## config.mk

```make
export PLATFORM = sky130hd
export DESIGN_NAME = swiglu_activation_unit
export DESIGN_NICKNAME = d
export VERILOG_FILES = /design/src/swiglu_pkg.sv /design/src/swiglu_sigmoid.sv /design/src/swiglu_product.sv /design/src/swiglu_activation_unit.sv
export SDC_FILE = /design/constraint.sdc
export NUM_CORES = 2
export LEC_CHECK = 0
export BUFFER_PORTS_ARGS = -buffer_cell sky130_fd_sc_hd__buf_4
export CORE_MARGIN = 4
export CORE_UTILIZATION = 48
export DETAILED_ROUTE_END_ITERATION = 7
export GPL_TIMING_DRIVEN = 1
export HOLD_SLACK_MARGIN = 0.1
export PLACE_DENSITY_LB_ADDON = 0.12
export SLEW_MARGIN = 20
export SYNTH_ARGS = -nofsm -noshare
export SYNTH_HDL_FRONTEND = slang
export SYNTH_SLANG_ARGS = --single-unit
```

## constraint.sdc

```tcl
create_clock -name clock -period 10.5 [get_ports clock]
set_clock_uncertainty 0.2 [all_clocks]
set_input_delay 1.05 -clock clock [delete_from_list [all_inputs] [get_ports clock]]
set_output_delay 1.05 -clock clock [all_outputs]
set_load 0.05 [all_outputs]
```

## src/swiglu_pkg.sv

```systemverilog
`timescale 1ns / 1ps
// shared types, widths and the sigmoid table builder for the swiglu activation unit
// no dependencies; used by every module of the block
package swiglu_pkg;

   localparam int SEGMENTS_DEFAULT = 64;
   localparam int DATA_W           = 16;
   localparam int ABS_W            = 15;   // |gate| capped at 32767
   localparam int FRAC_W           = 9;    // interpolation fraction bits
   localparam int KEY_W            = ABS_W - FRAC_W;
   localparam int SIG_W            = 16;   // 15 fraction bits, 32768 means 1.0
   localparam int DELTA_W          = 11;   // largest neighbor step of the table is near 1022
   localparam int P1_W             = 32;   // gate*sig, magnitude up to 2^30
   localparam int P2_W             = 48;   // gate*sig*up, magnitude up to 2^45
   localparam int RND_SHIFT        = 27;
   localparam int RES_W            = P2_W - RND_SHIFT;
   localparam logic [SIG_W-1:0] SIG_ONE = 16'h8000;

   typedef struct packed {
      logic signed [DATA_W-1:0] gate;
      logic signed [DATA_W-1:0] up;
      logic [SIG_W-1:0]         sig;
      logic                     last;
   } sig_item_type;

   // round(32768 / (1 + exp(-j/8))) written as 16384 * (1 + tanh(j/16)), elaboration only
   function automatic logic [SIG_W-1:0] sig_entry(input int j);
      real x;
      x = 16384.0 * (1.0 + $tanh(j * 0.0625));
      return SIG_W'($rtoi(x + 0.5));
   endfunction

endpackage

```

## src/swiglu_sigmoid.sv

```systemverilog
`timescale 1ns / 1ps
// three-stage sigmoid: |gate| split, table lookup, linear interpolation and mirroring
// depends on swiglu_pkg
module swiglu_sigmoid import swiglu_pkg::*; #(
   parameter int SEGMENTS = SEGMENTS_DEFAULT
) (
   input  logic                     clock,
   input  logic                     reset,
   input  logic                     in_valid,
   output logic                     in_stall,
   input  logic signed [DATA_W-1:0] in_gate,
   input  logic signed [DATA_W-1:0] in_up,
   input  logic                     in_last,
   output logic                     out_valid,
   input  logic                     out_stall,
   output sig_item_type             out_item
);

   localparam int IDX_W = $clog2(SEGMENTS + 1);

   logic [SIG_W-1:0] lut [SEGMENTS+1];

   for (genvar j = 0; j <= SEGMENTS; j++) begin : g_lut
      assign lut[j] = sig_entry(j);
   end

   logic adv1, adv2, adv3;

   // stage 1: magnitude split
   logic                     v1_ff;
   logic signed [DATA_W-1:0] gate1_ff, up1_ff;
   logic                     last1_ff;
   logic [KEY_W-1:0]         key1_ff;
   logic [FRAC_W-1:0]        frac1_ff;
   logic [ABS_W-1:0]         mag1_in;

   // stage 2: table words
   logic                     v2_ff;
   logic signed [DATA_W-1:0] gate2_ff, up2_ff;
   logic                     last2_ff;
   logic [FRAC_W-1:0]        frac2_ff;
   logic [SIG_W-1:0]         lo2_ff, lo2_in;
   logic [DELTA_W-1:0]       delta2_ff, delta2_in;
   logic [IDX_W-1:0]         lo_idx, hi_idx;

   // stage 3: interpolated sigmoid
   logic                     v3_ff;
   sig_item_type             item3_ff, item3_in;
   logic [DELTA_W+FRAC_W-1:0] ramp;
   logic [SIG_W-1:0]         t3;

   assign adv3     = !v3_ff || !out_stall;
   assign adv2     = !v2_ff || adv3;
   assign adv1     = !v1_ff || adv2;
   assign in_stall = !adv1;

   always_comb begin
      if (in_gate == {1'b1, {(DATA_W-1){1'b0}}}) begin
         mag1_in = {ABS_W{1'b1}};
      end else if (in_gate[DATA_W-1]) begin
         mag1_in = ABS_W'(-in_gate);
      end else begin
         mag1_in = ABS_W'(in_gate);
      end
   end

   // an index past the table end holds at the last entry, so the step is zero
   always_comb begin
      if (32'(key1_ff) >= SEGMENTS) begin
         lo_idx = IDX_W'(SEGMENTS);
      end else begin
         lo_idx = IDX_W'(key1_ff);
      end
      if (32'(key1_ff) + 32'd1 >= SEGMENTS) begin
         hi_idx = IDX_W'(SEGMENTS);
      end else begin
         hi_idx = IDX_W'(32'(key1_ff) + 32'd1);
      end
      lo2_in    = lut[lo_idx];
      delta2_in = DELTA_W'(lut[hi_idx] - lut[lo_idx]);
   end

   always_comb begin
      ramp          = DELTA_W'(delta2_ff) * (DELTA_W+FRAC_W)'(frac2_ff);
      t3            = lo2_ff + SIG_W'(ramp >> FRAC_W);
      item3_in.gate = gate2_ff;
      item3_in.up   = up2_ff;
      item3_in.last = last2_ff;
      item3_in.sig  = gate2_ff[DATA_W-1] ? SIG_ONE - t3 : t3;
   end

   always_ff @(posedge clock) begin
      if (reset) begin
         v1_ff <= 1'b0;
         v2_ff <= 1'b0;
         v3_ff <= 1'b0;
      end else begin
         if (adv1) v1_ff <= in_valid;
         if (adv2) v2_ff <= v1_ff;
         if (adv3) v3_ff <= v2_ff;
      end
   end

   always_ff @(posedge clock) begin
      if (adv1) begin
         gate1_ff <= in_gate;
         up1_ff   <= in_up;
         last1_ff <= in_last;
         key1_ff  <= mag1_in[ABS_W-1:FRAC_W];
         frac1_ff <= mag1_in[FRAC_W-1:0];
      end
      if (adv2) begin
         gate2_ff  <= gate1_ff;
         up2_ff    <= up1_ff;
         last2_ff  <= last1_ff;
         frac2_ff  <= frac1_ff;
         lo2_ff    <= lo2_in;
         delta2_ff <= delta2_in;
      end
      if (adv3) begin
         item3_ff <= item3_in;
      end
   end

   assign out_valid = v3_ff;
   assign out_item  = item3_ff;

endmodule

```

## src/swiglu_product.sv

```systemverilog
`timescale 1ns / 1ps
// three-stage product: gate*sig, times up, then round half up and saturate
// depends on swiglu_pkg
module swiglu_product import swiglu_pkg::*; (
   input  logic                     clock,
   input  logic                     reset,
   input  logic                     in_valid,
   output logic                     in_stall,
   input  sig_item_type             in_item,
   output logic                     out_valid,
   input  logic                     out_stall,
   output logic signed [DATA_W-1:0] out_product,
   output logic                     out_saturated,
   output logic                     out_last
);

   localparam logic signed [P2_W-1:0] RND_HALF = P2_W'(1) <<< (RND_SHIFT - 1);
   localparam logic signed [RES_W-1:0] RES_MAX = RES_W'(32767);
   localparam logic signed [RES_W-1:0] RES_MIN = -RES_W'(32768);

   logic adv4, adv5, adv6;

   logic                     v4_ff;
   logic signed [P1_W-1:0]   p1_ff;
   logic signed [DATA_W-1:0] up4_ff;
   logic                     last4_ff;

   logic                     v5_ff;
   logic signed [P2_W-1:0]   p2_ff;
   logic                     last5_ff;

   logic                     v6_ff;
   logic signed [DATA_W-1:0] prod6_ff, prod6_in;
   logic                     sat6_ff, sat6_in;
   logic                     last6_ff;

   logic signed [P2_W-1:0]   rounded;
   logic signed [RES_W-1:0]  res;

   assign adv6     = !v6_ff || !out_stall;
   assign adv5     = !v5_ff || adv6;
   assign adv4     = !v4_ff || adv5;
   assign in_stall = !adv4;

   // floor shift after the half bias gives round half up for both signs
   always_comb begin
      rounded = p2_ff + RND_HALF;
      res     = rounded[P2_W-1:RND_SHIFT];
      if (res > RES_MAX) begin
         prod6_in = DATA_W'(RES_MAX);
         sat6_in  = 1'b1;
      end else if (res < RES_MIN) begin
         prod6_in = DATA_W'(RES_MIN);
         sat6_in  = 1'b1;
      end else begin
         prod6_in = DATA_W'(res);
         sat6_in  = 1'b0;
      end
   end

   always_ff @(posedge clock) begin
      if (reset) begin
         v4_ff <= 1'b0;
         v5_ff <= 1'b0;
         v6_ff <= 1'b0;
      end else begin
         if (adv4) v4_ff <= in_valid;
         if (adv5) v5_ff <= v4_ff;
         if (adv6) v6_ff <= v5_ff;
      end
   end

   always_ff @(posedge clock) begin
      if (adv4) begin
         p1_ff    <= P1_W'(in_item.gate) * P1_W'($signed({1'b0, in_item.sig}));
         up4_ff   <= in_item.up;
         last4_ff <= in_item.last;
      end
      if (adv5) begin
         p2_ff    <= P2_W'(p1_ff) * P2_W'(up4_ff);
         last5_ff <= last4_ff;
      end
      if (adv6) begin
         prod6_ff <= prod6_in;
         sat6_ff  <= sat6_in;
         last6_ff <= last5_ff;
      end
   end

   assign out_valid     = v6_ff;
   assign out_product   = prod6_ff;
   assign out_saturated = sat6_ff;
   assign out_last      = last6_ff;

endmodule

```

## src/swiglu_activation_unit.sv

```systemverilog
`timescale 1ns / 1ps
//  channel | direction | handshake            | payload
//  req     | in        | req_valid/req_stall  | gate_value, up_value, last_in
//  rsp     | out       | rsp_valid/rsp_stall  | product_out, saturated, last_out
//
// one item enters per cycle while req_stall is low; each item passes the three sigmoid stages
// (split, table read, interpolation) and the three product stages (two multiplies, rounding)
// reset is synchronous and clears only the stage valid bits
// each stage moves whenever the stage after it is empty or moving, so a stall on rsp
// fills bubbles first and reaches req_stall only when all six stages hold items
// depends on swiglu_pkg, swiglu_sigmoid, swiglu_product
module swiglu_activation_unit import swiglu_pkg::*; #(
   parameter int SEGMENTS = SEGMENTS_DEFAULT
) (
   input  logic                     clock,
   input  logic                     reset,
   input  logic                     req_valid,
   output logic                     req_stall,
   input  logic signed [DATA_W-1:0] req_gate_value,
   input  logic signed [DATA_W-1:0] req_up_value,
   input  logic                     req_last_in,
   output logic                     rsp_valid,
   input  logic                     rsp_stall,
   output logic signed [DATA_W-1:0] rsp_product_out,
   output logic                     rsp_saturated,
   output logic                     rsp_last_out
);

   logic         mid_valid;
   logic         mid_stall;
   sig_item_type mid_item;

   swiglu_sigmoid #(
      .SEGMENTS (SEGMENTS)
   ) u_sigmoid (
      .clock     (clock),
      .reset     (reset),
      .in_valid  (req_valid),
      .in_stall  (req_stall),
      .in_gate   (req_gate_value),
      .in_up     (req_up_value),
      .in_last   (req_last_in),
      .out_valid (mid_valid),
      .out_stall (mid_stall),
      .out_item  (mid_item)
   );

   swiglu_product u_product (
      .clock         (clock),
      .reset         (reset),
      .in_valid      (mid_valid),
      .in_stall      (mid_stall),
      .in_item       (mid_item),
      .out_valid     (rsp_valid),
      .out_stall     (rsp_stall),
      .out_product   (rsp_product_out),
      .out_saturated (rsp_saturated),
      .out_last      (rsp_last_out)
   );

endmodule

```

==> flow_summary_export.csv <==
group,metric,value,unit
setup_path,cp-end-kind,"flop",
finish,multi_input_area,0.0289,mm^2
setup_path,critPathKind,"flop to flop",
floorplan,die_h,299,um
clock_tree,clock_latency,600,ps
setup_path,required,10650,ps
clock_tree,cts_setup_buffers,0,
setup_path,worst-path-max-fanout,16,
placed_design,hpwlAfterDp,75.2,mm
sta,min_period_over_period,74.0,%
logic_synthesis,syn_avg_cell_area,9.66,um^2
logic_synthesis,ys_ff_latch,260,
floorplan,ios,57,
finish,fin_nets,5214,
logic_synthesis,synth_edf_count,254,
logic_synthesis,synth_area_leaders,"fa_1 37%, edfxtp_1 19%, ha_1 9.3%",
sta,setup_viol,0,
logic_synthesis,synth.yosys.seq_area_share,19.1,%
clock_tree,cts_tree,"built",
sta,drv_slew,0,
route,route.detailed.drc,0,
clock_tree,cts-root-buf,"clkbuf_16",
setup_path,critPathMaxStageDelay,800,ps
setup_path,crit_chain,"nand2_1 > fa_1 > inv_1 > fa_1 > inv_1 > fa_1 > inv_1 > fa_1 > inv_1 > fa_1 > inv_1 > fa_1 > ha_1 > nand4_1 > a211o_1 > a31oi_1 > o2111ai_1 > and3_1 > o31a_1 > o21ai_1 > a31oi_1 > o211a_1",
status,status,"complete, no violations",
finish,seq_area,0.00775,mm^2
global_route,first_global_vias,29600,
sta,tightest_slew,1070,ps
logic_synthesis,postSynthCellCount,4196,
floorplan,dieArea,0.0891,mm^2
global_route,grt_pass1_wl,161,mm
sta,hold_viol,0,
global_route,grt-ovfl-total,0,
setup_path,cp_common_cell,"fa_1",
route,viasPerCell,5.30,
setup_path,critPathArrivalTime,7920,ps
logic_synthesis,synth_cell_types,90,
flow_run,drv_cap,0,
min_path,hp-class,"flop to flop",
logic_synthesis,ys_async_sr_fraction,0,%
sta,period_needed,7770,ps
logic_synthesis,synth_area,0.0405,mm^2
sta,rsz0062_at_grt,"no",
clock_tree,cts_resized,0,
floorplan,start_util,48.4,%
floorplan,core-area,0.0837,mm^2
logic_synthesis,synth_fp_nets,5277,
finish,final_cells,5291,
placed_design,dp_cells,5231,
logic_synthesis,ys_warn_count,0,
route,vias,28100,
route,dr.pass1.iters,6,
route,ant_nets,0,
finish,layout-drive-gt1-share,4.50,%
placed_design,gp_congestion,0.852,
route,finalWirelength,96.7,mm
clock_tree,clock_sinks,260,
clock_tree,cts_buffer_depth,3,
clock_tree,cts_max_level,1,
finish,nFillCells,7820,
setup_path,slowest_stage,"edfxtp_1",
sta,holdWs,210,ps
finish,n_antenna_cell,0,
route,drt_iter0_markers,1759,
logic_synthesis,synthFlopType,"edfxtp_1",
sta,fmax,129,MHz
finish,final_core_util,51.4,%
sta,tns,0,ps
logic_synthesis,synthDominantCellAreaShare,36.8,%
sta,slew_headroom,28.5,%
logic_synthesis,yosysTopAreaCell,"fa_1",
floorplan,num_rows,106,
floorplan,die_x,299,um
finish,area_growth,6.08,%
placed_design,numPortBuffers,56,
setup_path,start_kind,"flop",
clock_tree,cts_buffers,31,
global_route,grt_usage,22.4,%
global_route,antenna_found_initial,0,
route,wl_per_cell,18.3,um
clock_tree,clk_pin_slew,60,ps
global_route,grt_max_degree,68,
clock_tree,cts_hold_buf,0,
-- per-stage QoR --
step                      worst slack [ps]  instance area (um^2)
after floorplan                       3510                 40500
after global placement                2630                 41900
after detailed placement              2480                 41900
after CTS                             2450                 42900
after global routing                  2250                 43000
final                                 2730                 43000
-- synth_stat cells (all sizes together), types with 14 or more instances --
library cell / number
a211oi: 16
a21o: 27
a21oi: 110
and2: 308
and3: 18
buf: 17
clkbuf: 170
edfxtp: 254
fa: 744
ha: 300
inv: 839
nand2: 637
nand2b: 58
nand3: 44
nor2: 128
nor2b: 15
nor3: 32
o211ai: 22
o21a: 18
o21ai: 114
o31ai: 14
or3: 14
xnor2: 83
xor2: 43
-- metal layers --
metal | routed length [um] | global-route usage (%)
met1 | 43200 | 31.0
met5 | 0 | 0
met2 | 46400 | 38.0
met4 | 2500 | 5.47
met3 | 4610 | 2.35
-- state kept, by name, summed over array words and instances, names as in the netlist, 6 cells and up --
name                   cells
u_product.out_product     16
u_product.up4_ff          16
u_sigmoid.frac2_ff         9
u_sigmoid.frac1_ff         9
u_sigmoid.gate2_ff        16
u_sigmoid.up2_ff          16
u_sigmoid.out_item        49
u_sigmoid.key1_ff          6
u_product.p2_ff           22
u_product.p1_ff           32
u_sigmoid.gate1_ff        16
u_sigmoid.delta2_ff       11
u_sigmoid.up1_ff          16
u_sigmoid.lo2_ff          14
-- cell usage in the layout (no fill, tap or decap), types with 22 or more instances in the layout --
master | synthesis | final
a21oi_1 | 106 | 105
nand2b_1 | 58 | 58
inv_1 | 838 | 837
nand3_1 | 44 | 43
edfxtp_1 | 254 | 254
o211ai_1 | 22 | 22
a21o_1 | 26 | 26
clkbuf_16 | 0 | 31
nand2_1 | 636 | 634
ha_1 | 300 | 300
and2_1 | 307 | 307
o21ai_0 | 109 | 109
nor2_1 | 127 | 127
nor3_1 | 30 | 30
xnor2_1 | 82 | 82
fa_1 | 744 | 744
buf_4 | 0 | 88
xor2_1 | 43 | 43
-- path summary, 6_finish.rpt --
check	slack (ps)	startpoint	cells past startpoint	to
worst max register to register	2730	u_product.p1_ff[12]	22	u_product.p2_ff[47]
worst max-delay path	2730	u_product.p1_ff[12]	22	u_product.p2_ff[47]
worst min-delay path	210	u_sigmoid.up1_ff[2]	0	u_sigmoid.up2_ff[2]
worst min register to register	210	u_sigmoid.up1_ff[2]	0	u_sigmoid.up2_ff[2]
-- cell families after synthesis --
logic type	synth area share [%]
AO/OA/AOI/OAI	6.92
adder cells (fa/ha/maj)	46.0
AND/OR/NAND/NOR	15.2
flip-flops	19.1
multiplexers	0.340
XOR/XNOR	2.74
buffers and inverters	9.61
-- critical path: cells and delay by family (launching register included) --
family | cells | cell delay, ps
compound gates | 7 | 2160
buf+inv | 5 | 270
flops | 1 | 800
simple gates | 3 | 710
fa+ha+maj | 7 | 3380
-- final cells by class --
class / count / share of cell area [%]
timing repair buffer: 91 / 1.64
multi-input combinational: 2907 / 67.3
clock buffer: 36 / 1.85
sequential: 260 / 18.0
inverter: 842 / 7.35
tap: 1134 / 3.30
clock inverter: 21 / 0.579
Power is left out: the tool's default activity adds up to more than one toggle a clock period on the data nets, which glitch-free logic cannot reach.
